**src/design/sps_pkg.sv**
```systemverilog
// Shared types and constants for the preemptive priority scheduler.
package sps_pkg;

   localparam int MAX_JOBS = 16;
   localparam int SLOT_W   = $clog2(MAX_JOBS);
   localparam int CNT_W    = $clog2(MAX_JOBS + 1);
   localparam int ID_W     = 8;
   localparam int TIME_W   = 16;
   localparam int PRIO_W   = 4;
   localparam int OP_W     = 2;
   localparam int TDATA_W  = 48;
   localparam int TUSER_W  = 2;

   typedef enum logic [OP_W-1:0] {
      OP_CLEAR = 2'd0,
      OP_LOAD  = 2'd1,
      OP_TICK  = 2'd2
   } op_type;

   typedef enum logic [1:0] {
      ST_IDLE,
      ST_SCAN,
      ST_COMMIT
   } state_type;

   // best candidate so far, handed cell to cell
   typedef struct packed {
      logic              found;
      logic [SLOT_W-1:0] slot;
      logic [ID_W-1:0]   id;
      logic [TIME_W-1:0] arrival;
      logic [TIME_W-1:0] remaining;
      logic [PRIO_W-1:0] prio;
      logic [TIME_W-1:0] waiting;
   } cand_type;

   // broadcast control from the sequencer to every cell
   typedef struct packed {
      logic              load_en;
      logic [SLOT_W-1:0] load_slot;
      logic [ID_W-1:0]   load_id;
      logic [TIME_W-1:0] load_arrival;
      logic [TIME_W-1:0] load_burst;
      logic [PRIO_W-1:0] load_prio;
      logic              commit;
      logic              pick_found;
      logic [SLOT_W-1:0] pick_slot;
      logic [CNT_W-1:0]  loaded_count;
      logic [TIME_W-1:0] cur_time;
   } ctl_type;

endpackage

```
**src/design/sps_cell.sv**
```systemverilog
// One job slot of the scheduler chain: slot state plus one stage of the min-priority scan.
module sps_cell (
   input  logic                      clock,
   input  logic                      reset,
   input  logic [sps_pkg::SLOT_W-1:0] cell_index,
   input  sps_pkg::ctl_type          ctl,
   input  sps_pkg::cand_type         cand_in,
   output sps_pkg::cand_type         cand_out
);
   import sps_pkg::*;

   logic [ID_W-1:0]   id_ff;
   logic [TIME_W-1:0] arrival_ff;
   logic [TIME_W-1:0] remaining_ff;
   logic [PRIO_W-1:0] prio_ff;
   logic [TIME_W-1:0] waiting_ff;
   cand_type          cand_ff;
   cand_type          cand_in_next;
   cand_type          self_cand;
   logic              loaded;
   logic              elig;
   logic              better;

   assign loaded = CNT_W'(cell_index) < ctl.loaded_count;
   assign elig   = loaded && (arrival_ff <= ctl.cur_time) && (remaining_ff != '0);

   // strict compare keeps the lower slot on a full tie
   assign better = elig && (!cand_in.found || (prio_ff < cand_in.prio) ||
                   ((prio_ff == cand_in.prio) && (arrival_ff < cand_in.arrival)));

   always_comb begin
      self_cand.found     = 1'b1;
      self_cand.slot      = cell_index;
      self_cand.id        = id_ff;
      self_cand.arrival   = arrival_ff;
      self_cand.remaining = remaining_ff;
      self_cand.prio      = prio_ff;
      self_cand.waiting   = waiting_ff;
      cand_in_next        = better ? self_cand : cand_in;
   end

   always_ff @(posedge clock) begin
      if (reset) begin
         cand_ff <= '0;
      end else begin
         cand_ff <= cand_in_next;
      end
   end

   always_ff @(posedge clock) begin
      if (ctl.load_en && (ctl.load_slot == cell_index)) begin
         id_ff        <= ctl.load_id;
         arrival_ff   <= ctl.load_arrival;
         remaining_ff <= ctl.load_burst;
         prio_ff      <= ctl.load_prio;
         waiting_ff   <= '0;
      end else if (ctl.commit && ctl.pick_found) begin
         if (ctl.pick_slot == cell_index) begin
            remaining_ff <= remaining_ff - 1'b1;
         end else if (elig && (waiting_ff != '1)) begin
            waiting_ff <= waiting_ff + 1'b1;
         end
      end
   end

   assign cand_out = cand_ff;

endmodule

```
**src/design/preemptive_priority_scheduler_core.sv**
```systemverilog
// A tick item scans the chain of MAX_JOBS slot cells, its pick traveling one cell a cycle, and
//   commits the pick into the result register once that register is free. Clear and load items
//   leave the core ready for more items; a tick blocks new items until it commits.
// A new item is taken while an earlier result still waits in the output register.
// Reset (synchronous, active high) empties the table, zeroes the time and drops rsp_tvalid.
// Top level of the preemptive priority scheduler.
module preemptive_priority_scheduler_core (
   input  logic                        clock,
   input  logic                        reset,
   input  logic                        req_tvalid,
   output logic                        req_tready,
   // job_id[7:0], arrival[23:8], burst[39:24], priority_req[43:40], zero pad
   input  logic [sps_pkg::TDATA_W-1:0] req_tdata,
   // opcode[1:0]
   input  logic [sps_pkg::OP_W-1:0]    req_tuser,
   output logic                        rsp_tvalid,
   input  logic                        rsp_tready,
   // ran_id[7:0], turnaround[23:8], waiting[39:24], all_done[40], zero pad
   output logic [sps_pkg::TDATA_W-1:0] rsp_tdata,
   // idle[0], finished[1]
   output logic [sps_pkg::TUSER_W-1:0] rsp_tuser
);
   import sps_pkg::*;

   // sequencer
   state_type         state_ff, state_in;
   logic [SLOT_W-1:0] scan_cnt_ff, scan_cnt_in;
   logic              req_fire;
   logic              commit;
   op_type            op;

   // global counters
   logic [CNT_W-1:0]  loaded_count_ff, loaded_count_in;
   logic [CNT_W-1:0]  done_count_ff, done_count_in;
   logic [TIME_W-1:0] time_ff, time_in;

   // result register
   logic               rsp_valid_ff, rsp_valid_in;
   logic [TDATA_W-1:0] rsp_data_ff, rsp_data_in;
   logic [TUSER_W-1:0] rsp_user_ff, rsp_user_in;

   // request fields
   logic [ID_W-1:0]   f_job_id;
   logic [TIME_W-1:0] f_arrival;
   logic [TIME_W-1:0] f_burst;
   logic [PRIO_W-1:0] f_prio;

   // chain
   ctl_type  ctl;
   cand_type chain [MAX_JOBS+1];
   cand_type pick;
   logic     table_full;
   logic     pick_done;
   logic [TIME_W:0] tat_wide;
   logic [TIME_W-1:0] tat;
   logic [CNT_W-1:0]  done_after;

   assign f_job_id  = req_tdata[7:0];
   assign f_arrival = req_tdata[23:8];
   assign f_burst   = req_tdata[39:24];
   assign f_prio    = req_tdata[43:40];
   assign op        = op_type'(req_tuser);

   assign req_fire   = req_tvalid && req_tready;
   assign table_full = loaded_count_ff >= CNT_W'(MAX_JOBS);

   // next state
   always_comb begin
      state_in = state_ff;
      case (state_ff)
         ST_IDLE: begin
            if (req_fire && (op == OP_TICK)) state_in = ST_SCAN;
         end
         ST_SCAN: begin
            if (scan_cnt_ff == SLOT_W'(MAX_JOBS - 1)) state_in = ST_COMMIT;
         end
         ST_COMMIT: begin
            if (commit) state_in = ST_IDLE;
         end
         default: state_in = ST_IDLE;
      endcase
   end

   // sequencer outputs
   always_comb begin
      req_tready  = 1'b0;
      commit      = 1'b0;
      scan_cnt_in = '0;
      case (state_ff)
         ST_IDLE:   req_tready = 1'b1;
         ST_SCAN:   scan_cnt_in = scan_cnt_ff + 1'b1;
         ST_COMMIT: commit = !rsp_valid_ff || rsp_tready;
         default:   req_tready = 1'b0;
      endcase
   end

   // chain: cell 0 sees an empty candidate, the last cell holds the pick
   assign chain[0] = '0;
   assign pick     = chain[MAX_JOBS];

   always_comb begin
      ctl.load_en      = req_fire && (op == OP_LOAD) && !table_full;
      ctl.load_slot    = SLOT_W'(loaded_count_ff);
      ctl.load_id      = f_job_id;
      ctl.load_arrival = f_arrival;
      ctl.load_burst   = f_burst;
      ctl.load_prio    = f_prio;
      ctl.commit       = commit;
      ctl.pick_found   = pick.found;
      ctl.pick_slot    = pick.slot;
      ctl.loaded_count = loaded_count_ff;
      ctl.cur_time     = time_ff;
   end

   for (genvar g = 0; g < MAX_JOBS; g++) begin : g_cell
      sps_cell u_cell (
         .clock      (clock),
         .reset      (reset),
         .cell_index (SLOT_W'(g)),
         .ctl        (ctl),
         .cand_in    (chain[g]),
         .cand_out   (chain[g+1])
      );
   end

   // completion math; arrival never exceeds time for a served job
   assign pick_done  = pick.found && (pick.remaining == TIME_W'(1));
   assign tat_wide   = {1'b0, time_ff} - {1'b0, pick.arrival} + 1'b1;
   assign tat        = tat_wide[TIME_W] ? '1 : tat_wide[TIME_W-1:0];
   assign done_after = done_count_ff + CNT_W'(pick_done);

   // counters
   always_comb begin
      loaded_count_in = loaded_count_ff;
      done_count_in   = done_count_ff;
      time_in         = time_ff;
      if (req_fire) begin
         case (op)
            OP_CLEAR: begin
               loaded_count_in = '0;
               done_count_in   = '0;
               time_in         = '0;
            end
            OP_LOAD: begin
               if (!table_full) begin
                  loaded_count_in = loaded_count_ff + 1'b1;
                  if (f_burst == '0) done_count_in = done_count_ff + 1'b1;
               end
            end
            default: ;
         endcase
      end else if (commit) begin
         done_count_in = done_after;
         if (time_ff != '1) time_in = time_ff + 1'b1;
      end
   end

   // result register
   always_comb begin
      rsp_valid_in = rsp_valid_ff;
      rsp_data_in  = rsp_data_ff;
      rsp_user_in  = rsp_user_ff;
      if (rsp_valid_ff && rsp_tready) rsp_valid_in = 1'b0;
      if (commit) begin
         rsp_valid_in       = 1'b1;
         rsp_data_in        = '0;
         rsp_data_in[7:0]   = pick.found ? pick.id : '0;
         rsp_data_in[23:8]  = pick_done ? tat : '0;
         rsp_data_in[39:24] = pick_done ? pick.waiting : '0;
         rsp_data_in[40]    = done_after == loaded_count_ff;
         rsp_user_in[0]     = !pick.found;
         rsp_user_in[1]     = pick_done;
      end
   end

   always_ff @(posedge clock) begin
      if (reset) begin
         state_ff        <= ST_IDLE;
         scan_cnt_ff     <= '0;
         loaded_count_ff <= '0;
         done_count_ff   <= '0;
         time_ff         <= '0;
         rsp_valid_ff    <= 1'b0;
      end else begin
         state_ff        <= state_in;
         scan_cnt_ff     <= scan_cnt_in;
         loaded_count_ff <= loaded_count_in;
         done_count_ff   <= done_count_in;
         time_ff         <= time_in;
         rsp_valid_ff    <= rsp_valid_in;
      end
   end

   always_ff @(posedge clock) begin
      rsp_data_ff <= rsp_data_in;
      rsp_user_ff <= rsp_user_in;
   end

   assign rsp_tvalid = rsp_valid_ff;
   assign rsp_tdata  = rsp_data_ff;
   assign rsp_tuser  = rsp_user_ff;

endmodule

```
**config.mk**
```make
export PLATFORM = sky130hd
export DESIGN_NAME = preemptive_priority_scheduler_core
export DESIGN_NICKNAME = d
export VERILOG_FILES = /design/src/design/sps_pkg.sv /design/src/design/sps_cell.sv /design/src/design/preemptive_priority_scheduler_core.sv
export SDC_FILE = /design/constraint.sdc
export NUM_CORES = 2
export LEC_CHECK = 0
export BUFFER_PORTS_ARGS = -buffer_cell sky130_fd_sc_hd__buf_2
export CAP_MARGIN = 20
export CORE_MARGIN = 3
export CORE_UTILIZATION = 40
export DETAILED_ROUTE_END_ITERATION = 7
export SYNTH_ARGS = -nofsm -noshare
export SYNTH_HDL_FRONTEND = slang
export SYNTH_SLANG_ARGS = --single-unit
```
**constraint.sdc**
```tcl
create_clock -name clock -period 5.94 [get_ports clock]
set_input_delay 1.782 -clock clock [delete_from_list [all_inputs] [get_ports clock]]
set_output_delay 1.782 -clock clock [all_outputs]
set_load 0.005 [all_outputs]
```
Yosys cells after proc, flatten, opt, wreduce, memory -nomap -nowiden
Cells that the tools add are included.
{ "word_totals": {"ff_bits": 2072, "inputBits": 54, "out_inout_bits": 52} }
{ "classes": {"n_addsub": 39, "n_lt_le_gt_ge": 63, "n_eq_ne": 77, "n_mux": 84, "bitwise": 18, "n_reduce_logical": 259} }
{ "op_table": {"columns": ["cell", "n"], "rows": [
  ["65-bit 2-to-1 mux", 16],
  ["16-bit 2-to-1 mux", 53],
  ["16-bit by 1-bit adder with 16-bit output (second input constant)", 17],
  ["16-bit != test (second input constant)", 17],
  ["16-bit less-or-equal comparator", 16],
  ["16-bit nonzero test", 16],
  ["16-bit by 1-bit subtractor with 16-bit output (second input constant)", 16],
  ["16-bit less-than comparator", 15],
  ["1-bit logical AND", 101],
  ["2-bit nonzero test", 36],
  ["4-bit equality test (second input constant)", 17],
  ["4-bit equality test", 15],
  ["4-bit less-than comparator", 15],
  ["3-bit AND reduction", 19],
  ["4-bit by 5-bit less-than comparator with 1-bit output (first input constant)", 8],
  ["4-bit by 3-bit equality test with 1-bit output (second input constant)", 8],
  ["2-bit AND reduction", 16],
  ["2-bit OR reduction", 16],
  ["1-bit logical OR", 31],
  ["5-bit 2-to-1 mux", 5],
  ["3-bit by 5-bit less-than comparator with 1-bit output (first input constant)", 4],
  ["5-bit case mux with 2 select lines", 2],
  ["1-bit logical NOT", 18],
  ["1-bit NOT", 18],
  ["other kinds (26)", 45]
]} }

Logic depth before layout (Yosys ltp)
{ "depth": {"word_depth": 8, "depth_mapped": 15, "depth_no_buf": 14} }

Hierarchy
From an unflattened synthesis, not the netlist that was laid out.
{ "unflattened": {"hier_cells": 10802, "area_unflattened_um2": 108654.2} }
{ "by_module_without_submodules": {"columns": ["module", "instances", "cells_each", "area_per_inst_um2", "seq_area_each_um2"], "rows": [
  ["sps_cell at g_cell[0].u_cell ...", 15, 646, 6508.7, 2942.8],
  ["sps_cell at g_cell[9].u_cell", 1, 652, 6596.3, 2942.8],
  ["preemptive_priority_scheduler_core", 1, 460, 4426.7, 1951.9]
]} }

Worst setup path after synthesis
No wires, ideal clock.
{ "synth_timing": {"path_kind": "input port to flip-flop", "from": "in rsp_tready", "to": "reg g_cell[1].u_cell.remaining_ff[0] (enable)", "setup_time_ps": 411, "arrival_time_ps": 4790, "t_required_ps": 5529, "path_slack_ps": 739, "cell_stages": 5, "path_cell_list": "nand2b_1 -> and2_1 -> nand2_1 -> or2_2 -> o21ai_0"} }
{ "synth_between": {"elab_chain_cells": 5} }
{ "synth_rtl": {"columns": ["element", "line_no", "source"], "rows": [
  ["start, declared", "preemptive_priority_scheduler_core.sv:17", "input logic rsp_tready,"],
  ["1-bit logical OR", "preemptive_priority_scheduler_core.sv:92", "ST_COMMIT: commit = !rsp_valid_ff || rsp_tready;"],
  ["1-bit 2-to-1 mux", "preemptive_priority_scheduler_core.sv:89", "case (state_ff)"],
  ["named net commit", "preemptive_priority_scheduler_core.sv:29", "logic commit;"],
  ["1-bit logical AND", "sps_cell.sv:57", "end else if (ctl.commit && ctl.pick_found) begin"],
  ["2-bit nonzero test (no source line)", null, null],
  ["2-bit AND reduction (no source line)", null, null],
  ["end signal, assigned", "sps_cell.sv:54", "remaining_ff <= ctl.load_burst;"],
  ["end signal, assigned", "sps_cell.sv:59", "remaining_ff <= remaining_ff - 1'b1;"],
  ["end, declared", "sps_cell.sv:14", "logic [TIME_W-1:0] remaining_ff;"]
]} }
The timed path passes the listed nets, and every way through them passes these cells.
A chain may end at the register's enable or synchronous reset.

Worst setup path in the final report
{ "layout_timing": {"from": "reg time_ff[9]", "to": "reg g_cell[4].u_cell.cand_ff (netlist bit g_cell[4].u_cell.cand_out[20])"} }
{ "layout_between": {"elab_chain_cells": 5} }
{ "layout_rtl": {"columns": ["element", "line_no", "source"], "rows": [
  ["start, declared", "preemptive_priority_scheduler_core.sv:35", "logic [TIME_W-1:0] time_ff, time_in;"],
  ["start signal, assigned", "preemptive_priority_scheduler_core.sv:189", "time_ff <= time_in;"],
  ["16-bit less-or-equal comparator", "sps_cell.sv:25", "assign elig = loaded && (arrival_ff <= ctl.cur_time) && (remaining_ff != '0);"],
  ["1-bit logical AND (2 in a row)", "sps_cell.sv:25", null],
  ["1-bit logical AND", "sps_cell.sv:28", "assign better = elig && (!cand_in.found || (prio_ff < cand_in.prio) ||"],
  ["65-bit 2-to-1 mux", "sps_cell.sv:39", "cand_in_next = better ? self_cand : cand_in;"],
  ["end signal, assigned", "sps_cell.sv:46", "cand_ff <= cand_in_next;"],
  ["end, declared", "sps_cell.sv:17", "cand_type cand_ff;"]
]} }
No other way between the ends.

==> results summary <==
Headroom to the max-slew limit came out at between 20% and 30%. The tightest min-delay check is of the flop to flop type. The area of the mapped netlist came out at 92000 um2. The number of DRC violations after detailed-routing iteration 0 is 3661. The part of the total power dissipated in sequential elements is a little over half. The final-stage net count came out at 9481.

Averaged over all synthesized cells, the footprint is 10.5 um2. The worst reg-to-reg path cell count came out at 12. The leading area contributor after synthesis is sky130_fd_sc_hd__dfxtp_1. The combinational power share came out at around 1.4%. Row generation in the floorplan step produced 175 rows.

The number of hold-slack violations in the final timing report is 0. The clock insertion delay at the later pin of the skew report came out at approximately 840 ps. Sequential cells were found to cover approximately 53% of the synthesized design area.

The first TritonRoute pass finished after 8 iterations. The number of library cell types mapped by synthesis is 82. Setup repair after global routing left no endpoint under its margin. The critical path starts at time_ff[9]. The critical path goes through inv_1 -> buf_4 -> ha_1 -> nand3_1 -> or3_4 -> nor4_4 -> a211oi_1 -> or3_1 -> a21oi_4 -> buf_12 -> mux2i_1 -> nor2_1.

The via count of the routed design came out at 60600. The number of setup buffers added after CTS is 0. The area of the die is about 240000 um2. The delay of the slowest cell on the worst path is ~550 ps.

The run finished with clean final reports. The maximum fanout along the worst path is 63. The setup path with the least slack is of type flop to flop.

The first-pass GRT wire length is ~320000 um. The static leakage came out at between 0.03 and 0.04 uW. The worst vdd rail ir drop came out at 0.278 mV. The post-CTS clock slew at the launch and capture registers of the worst setup and hold paths came out at roughly 60 ps. The final period demand of the worst path came out at between 4000 and 5000 ps. The part of the cycle the worst path needs came out at a little under three quarters. The overall overflow remaining after global route is 0. STA classifies the critical path endpoint as a flop. The fraction of synthesized cell area taken by the top area cell type is roughly 29%. Among cell families on the critical path, the largest total delay comes from simple AND/OR/NAND/NOR gates.

The clock net in this run drives a total of between 2000 and 2500 sinks. The sum of buffers and inverters on the critical path came out at 3. The total core area is between 200000 and 250000 um2. The via count of the first global-routing pass is between 60000 and 70000. On the critical path, the stage with the largest delay is an instance of sky130_fd_sc_hd__or3_1. The number of stages on the worst setup path came out at 12.

The data required time at the worst endpoint is around 6600 ps. In this run the remaining antenna-violating nets after routing total 0. The total of warnings raised by yosys is 0. The worst setup path endpoint is g_cell[4].u_cell.cand_out[20]. By area the synthesized netlist is led by sky130_fd_sc_hd__dfxtp_1 29%, sky130_fd_sc_hd__edfxtp_1 24%, sky130_fd_sc_hd__mux2i_1 10%.

The switching power summed over all nets is a little under 6000 uW. The power per standard cell area came out at between 200 and 300 nW/um2. The slack of the worst reg-to-reg path came out at approximately 1700 ps.

Cell internal power was estimated by the tool at roughly 22000 uW. The count of port buffers added during placement came out at 94. The total count of max-transition violations in the final report came out at 0. After detailed routing, the total wire length is 203000 um. The post-detailed-route wirelength per cell is roughly 17 um.

The post-route netlist has about 6.7% of its cells at a drive strength greater than 1. In this run, synthesis produced a sequential element count of roughly 2000. The number of cells produced by synthesis came out at 8758.

The peak clock frequency supported by timing came out at between 200 and 250 MHz. The slew at the pin with the worst max-slew slack is approximately 1200 ps. The number of remaining DRC errors came out at 0. The initial core utilization came out at roughly two fifths. STA classifies the critical path startpoint as a flop. The startpoint identified for the worst register-to-register timing path is time_ff[9]. For this design, the CTS-stage hold fixing added 0 buffers. The proportion of total power due to net switching came out at between 20% and 30%.

The synthesis-to-finish area growth came out at 11.6%. The largest net degree at the start of global routing came out at between 200 and 250. The fill cell instance count of the final layout came out at around 21000.

The utilization after layout came out at between 40% and 50%. The share of synthesized registers carrying an async set or reset came out at 0%. The global-route total usage across every layer came out at between 10% and 20%. The data arrival time of the worst path is between 4000 and 5000 ps. The initial antenna violation count came out at 4. The max-capacitance violation count came out at 0.

The worst slack after detailed placement is 1140 ps. Using the TritonRoute via totals, the vias-per-cell ratio works out to about 5.0. The number of synthesized flops with an enable pin is between 700 and 800. Setup violations remaining at the end of the flow were counted as 0. Across the routed clock network, the largest skew measured is ~50 ps.

In this run the critical register-to-register path is captured at g_cell[4].u_cell.cand_out[20]. The clock network burns 46.5% of the power. In the synthesized netlist the dominant register cell turns out to be sky130_fd_sc_hd__dfxtp_1. Once the clock tree was built, the resizer swapped 0 gates to a different size.

The global placement routability congestion came out at between 0.8 and 0.9. TritonCTS built the clock tree. From left edge to right edge, the die measures 486 um. In this run the vertical extent of the chip is approximately 490 um. The H-tree depth reported by CTS is 4. The count of pins on the block boundary is ~110. No sink is reached through more buffers than the 3 on the longest clock path. The post-DP HPWL is 151000 um.

The worst setup margin is between 1500 and 2000 ps. The library cell used as clock root buffer is sky130_fd_sc_hd__clkbuf_16. The total clock buffers created by CTS came out at 207.
-- power groups by stage --
| stage | Combinational, uW | Clock, uW | Sequential, uW |
|---|---|---|---|
| floorplan | 191 | 0 | 14900 |
| CTS | 383 | 13400 | 14600 |
| detailed placement | 382 | 0 | 14900 |
| global placement | 372 | 0 | 14900 |
| global route | 417 | 13900 | 14600 |
| finish | 378 | 13000 | 14600 |
-- state kept, by name, summed over array words and instances (netlist names), 2 cells and up --
register                    cells
scan_cnt_ff                     4
g_cell.u_cell.waiting_ff      256
g_cell.u_cell.remaining_ff    256
state_ff                        2
g_cell.u_cell.prio_ff          64
loaded_count_ff                 5
g_cell.u_cell.arrival_ff      256
time_ff                        16
done_count_ff                   5
rsp_tuser                       2
rsp_tdata                      41
g_cell.u_cell.id_ff           128
g_cell.u_cell.cand_out       1021
-- kinds of logic (layout without fill, tap and decap cells) --
logic type | count (synthesis) | after routing | synth area share [%]
fa+ha+maj | 614 | 614 | 8.36
mux | 931 | 931 | 10.1
flops | 2057 | 2057 | 52.9
compound gates | 1038 | 1038 | 6.77
other cells | 1 | 11 | 0.00408
simple gates | 2919 | 2919 | 14.6
buf+inv | 849 | 1083 | 3.93
xor+xnor | 349 | 349 | 3.32
-- synthesized netlist by cell type, types with 21 or more instances --
master / count
sky130_fd_sc_hd__a211oi_1: 42
sky130_fd_sc_hd__a21o_1: 51
sky130_fd_sc_hd__a21oi_1: 434
sky130_fd_sc_hd__a31oi_1: 41
sky130_fd_sc_hd__and2_1: 96
sky130_fd_sc_hd__and3_1: 58
sky130_fd_sc_hd__and4_1: 22
sky130_fd_sc_hd__buf_1: 33
sky130_fd_sc_hd__buf_2: 63
sky130_fd_sc_hd__buf_4: 36
sky130_fd_sc_hd__buf_6: 21
sky130_fd_sc_hd__clkbuf_1: 231
sky130_fd_sc_hd__dfxtp_1: 1310
sky130_fd_sc_hd__edfxtp_1: 747
sky130_fd_sc_hd__ha_1: 613
sky130_fd_sc_hd__inv_1: 455
sky130_fd_sc_hd__mux2i_1: 931
sky130_fd_sc_hd__nand2_1: 356
sky130_fd_sc_hd__nand2b_1: 48
sky130_fd_sc_hd__nand3_1: 209
sky130_fd_sc_hd__nand4_1: 162
sky130_fd_sc_hd__nor2_1: 1512
sky130_fd_sc_hd__nor2b_1: 56
sky130_fd_sc_hd__nor3_1: 115
sky130_fd_sc_hd__nor3b_1: 24
sky130_fd_sc_hd__nor4_1: 67
sky130_fd_sc_hd__o211ai_1: 49
sky130_fd_sc_hd__o21a_1: 33
sky130_fd_sc_hd__o21ai_0: 234
sky130_fd_sc_hd__o31ai_1: 31
sky130_fd_sc_hd__or3_1: 93
sky130_fd_sc_hd__or4_1: 59
sky130_fd_sc_hd__xnor2_1: 206
sky130_fd_sc_hd__xor2_1: 143
-- placed cells by master, fill, tap and decap left out, types with 15 or more instances in the layout --
cell type,count
sky130_fd_sc_hd__a211oi_1,42
sky130_fd_sc_hd__xor2_1,143
sky130_fd_sc_hd__o21ai_0,217
sky130_fd_sc_hd__o31ai_1,31
sky130_fd_sc_hd__bufinv_16,15
sky130_fd_sc_hd__nor2b_1,54
sky130_fd_sc_hd__clkinv_2,37
sky130_fd_sc_hd__nor3_1,114
sky130_fd_sc_hd__clkbuf_16,211
sky130_fd_sc_hd__a21oi_1,433
sky130_fd_sc_hd__and4_1,22
sky130_fd_sc_hd__inv_1,447
sky130_fd_sc_hd__and3_1,58
sky130_fd_sc_hd__o21a_1,33
sky130_fd_sc_hd__clkinv_1,28
sky130_fd_sc_hd__ha_1,613
sky130_fd_sc_hd__mux2i_1,931
sky130_fd_sc_hd__o21ai_1,18
sky130_fd_sc_hd__or4_1,59
sky130_fd_sc_hd__buf_4,125
sky130_fd_sc_hd__nor3b_1,23
sky130_fd_sc_hd__clkbuf_8,27
sky130_fd_sc_hd__dfxtp_1,1310
sky130_fd_sc_hd__clkbuf_1,58
sky130_fd_sc_hd__or3_1,93
sky130_fd_sc_hd__nor2_1,1510
sky130_fd_sc_hd__nand3_1,207
sky130_fd_sc_hd__nand2_1,356
sky130_fd_sc_hd__buf_2,93
sky130_fd_sc_hd__nand4_1,162
sky130_fd_sc_hd__nor4_1,66
sky130_fd_sc_hd__a31oi_1,40
sky130_fd_sc_hd__edfxtp_1,747
sky130_fd_sc_hd__nand2b_1,48
sky130_fd_sc_hd__xnor2_1,206
sky130_fd_sc_hd__and2_1,95
sky130_fd_sc_hd__o211ai_1,49
sky130_fd_sc_hd__a21o_1,51
-- stage by stage --
| step | total power, uW | hold WS [ps] | area (um2) | setup TNS (ps) | instances |
|---|---|---|---|---|---|
| after global routing | 28900 | 451 | 103000 | 0 | 12000 |
| after detailed placement | 15300 | 425 | 95700 | 0 | 11600 |
| after floorplan | 15100 | 411 | 92000 | 0 | 8764 |
| after CTS | 28400 | 419 | 103000 | 0 | 12000 |
| final | 28000 | 418 | 103000 | 0 | 12000 |
| after global placement | 15300 | 423 | 95700 | -1060 | 11600 |
-- how the worst min path moves through the flow --
stage	start	to	slack (ps)	cells past startpoint
after detailed placement	g_cell[6].u_cell.cand_out[60]	g_cell[7].u_cell.cand_out[60]	420	2
after global routing	g_cell[14].u_cell.cand_out[61]	g_cell[15].u_cell.cand_out[61]	450	2
after floorplan	g_cell[9].u_cell.cand_out[61]	g_cell[10].u_cell.cand_out[61]	410	2
after global placement	g_cell[6].u_cell.cand_out[62]	g_cell[7].u_cell.cand_out[62]	420	2
after CTS	g_cell[14].u_cell.cand_out[60]	g_cell[15].u_cell.cand_out[60]	420	2
final	g_cell[6].u_cell.cand_out[62]	g_cell[7].u_cell.cand_out[62]	420	2
-- tightest hold or removal path: cells and delay by family, from the launching register on --
kind            cells  cell delay [ps]
buf+inv             1               40
flops               1              300
compound gates      1               50
-- area by class of cell --
cell class	count	area, um2	share of cell area [%]
tap	3009	3760	3.67
sequential	2057	48700	47.4
clock buffer	296	5870	5.72
inverter	459	1720	1.68
multi-input combinational	5858	39900	38.9
timing repair buffer	230	1640	1.60
clock inverter	98	1050	1.02
antenna	4	10.0	0.00975
-- layer usage --
layer	global-route usage, %	part of all wire (%)
met2	26.9	44
met3	2.66	4.7
met5	0	0
met4	4.98	2.6
met1	23.4	49
Note: power is estimated with default switching activity, not from simulation.
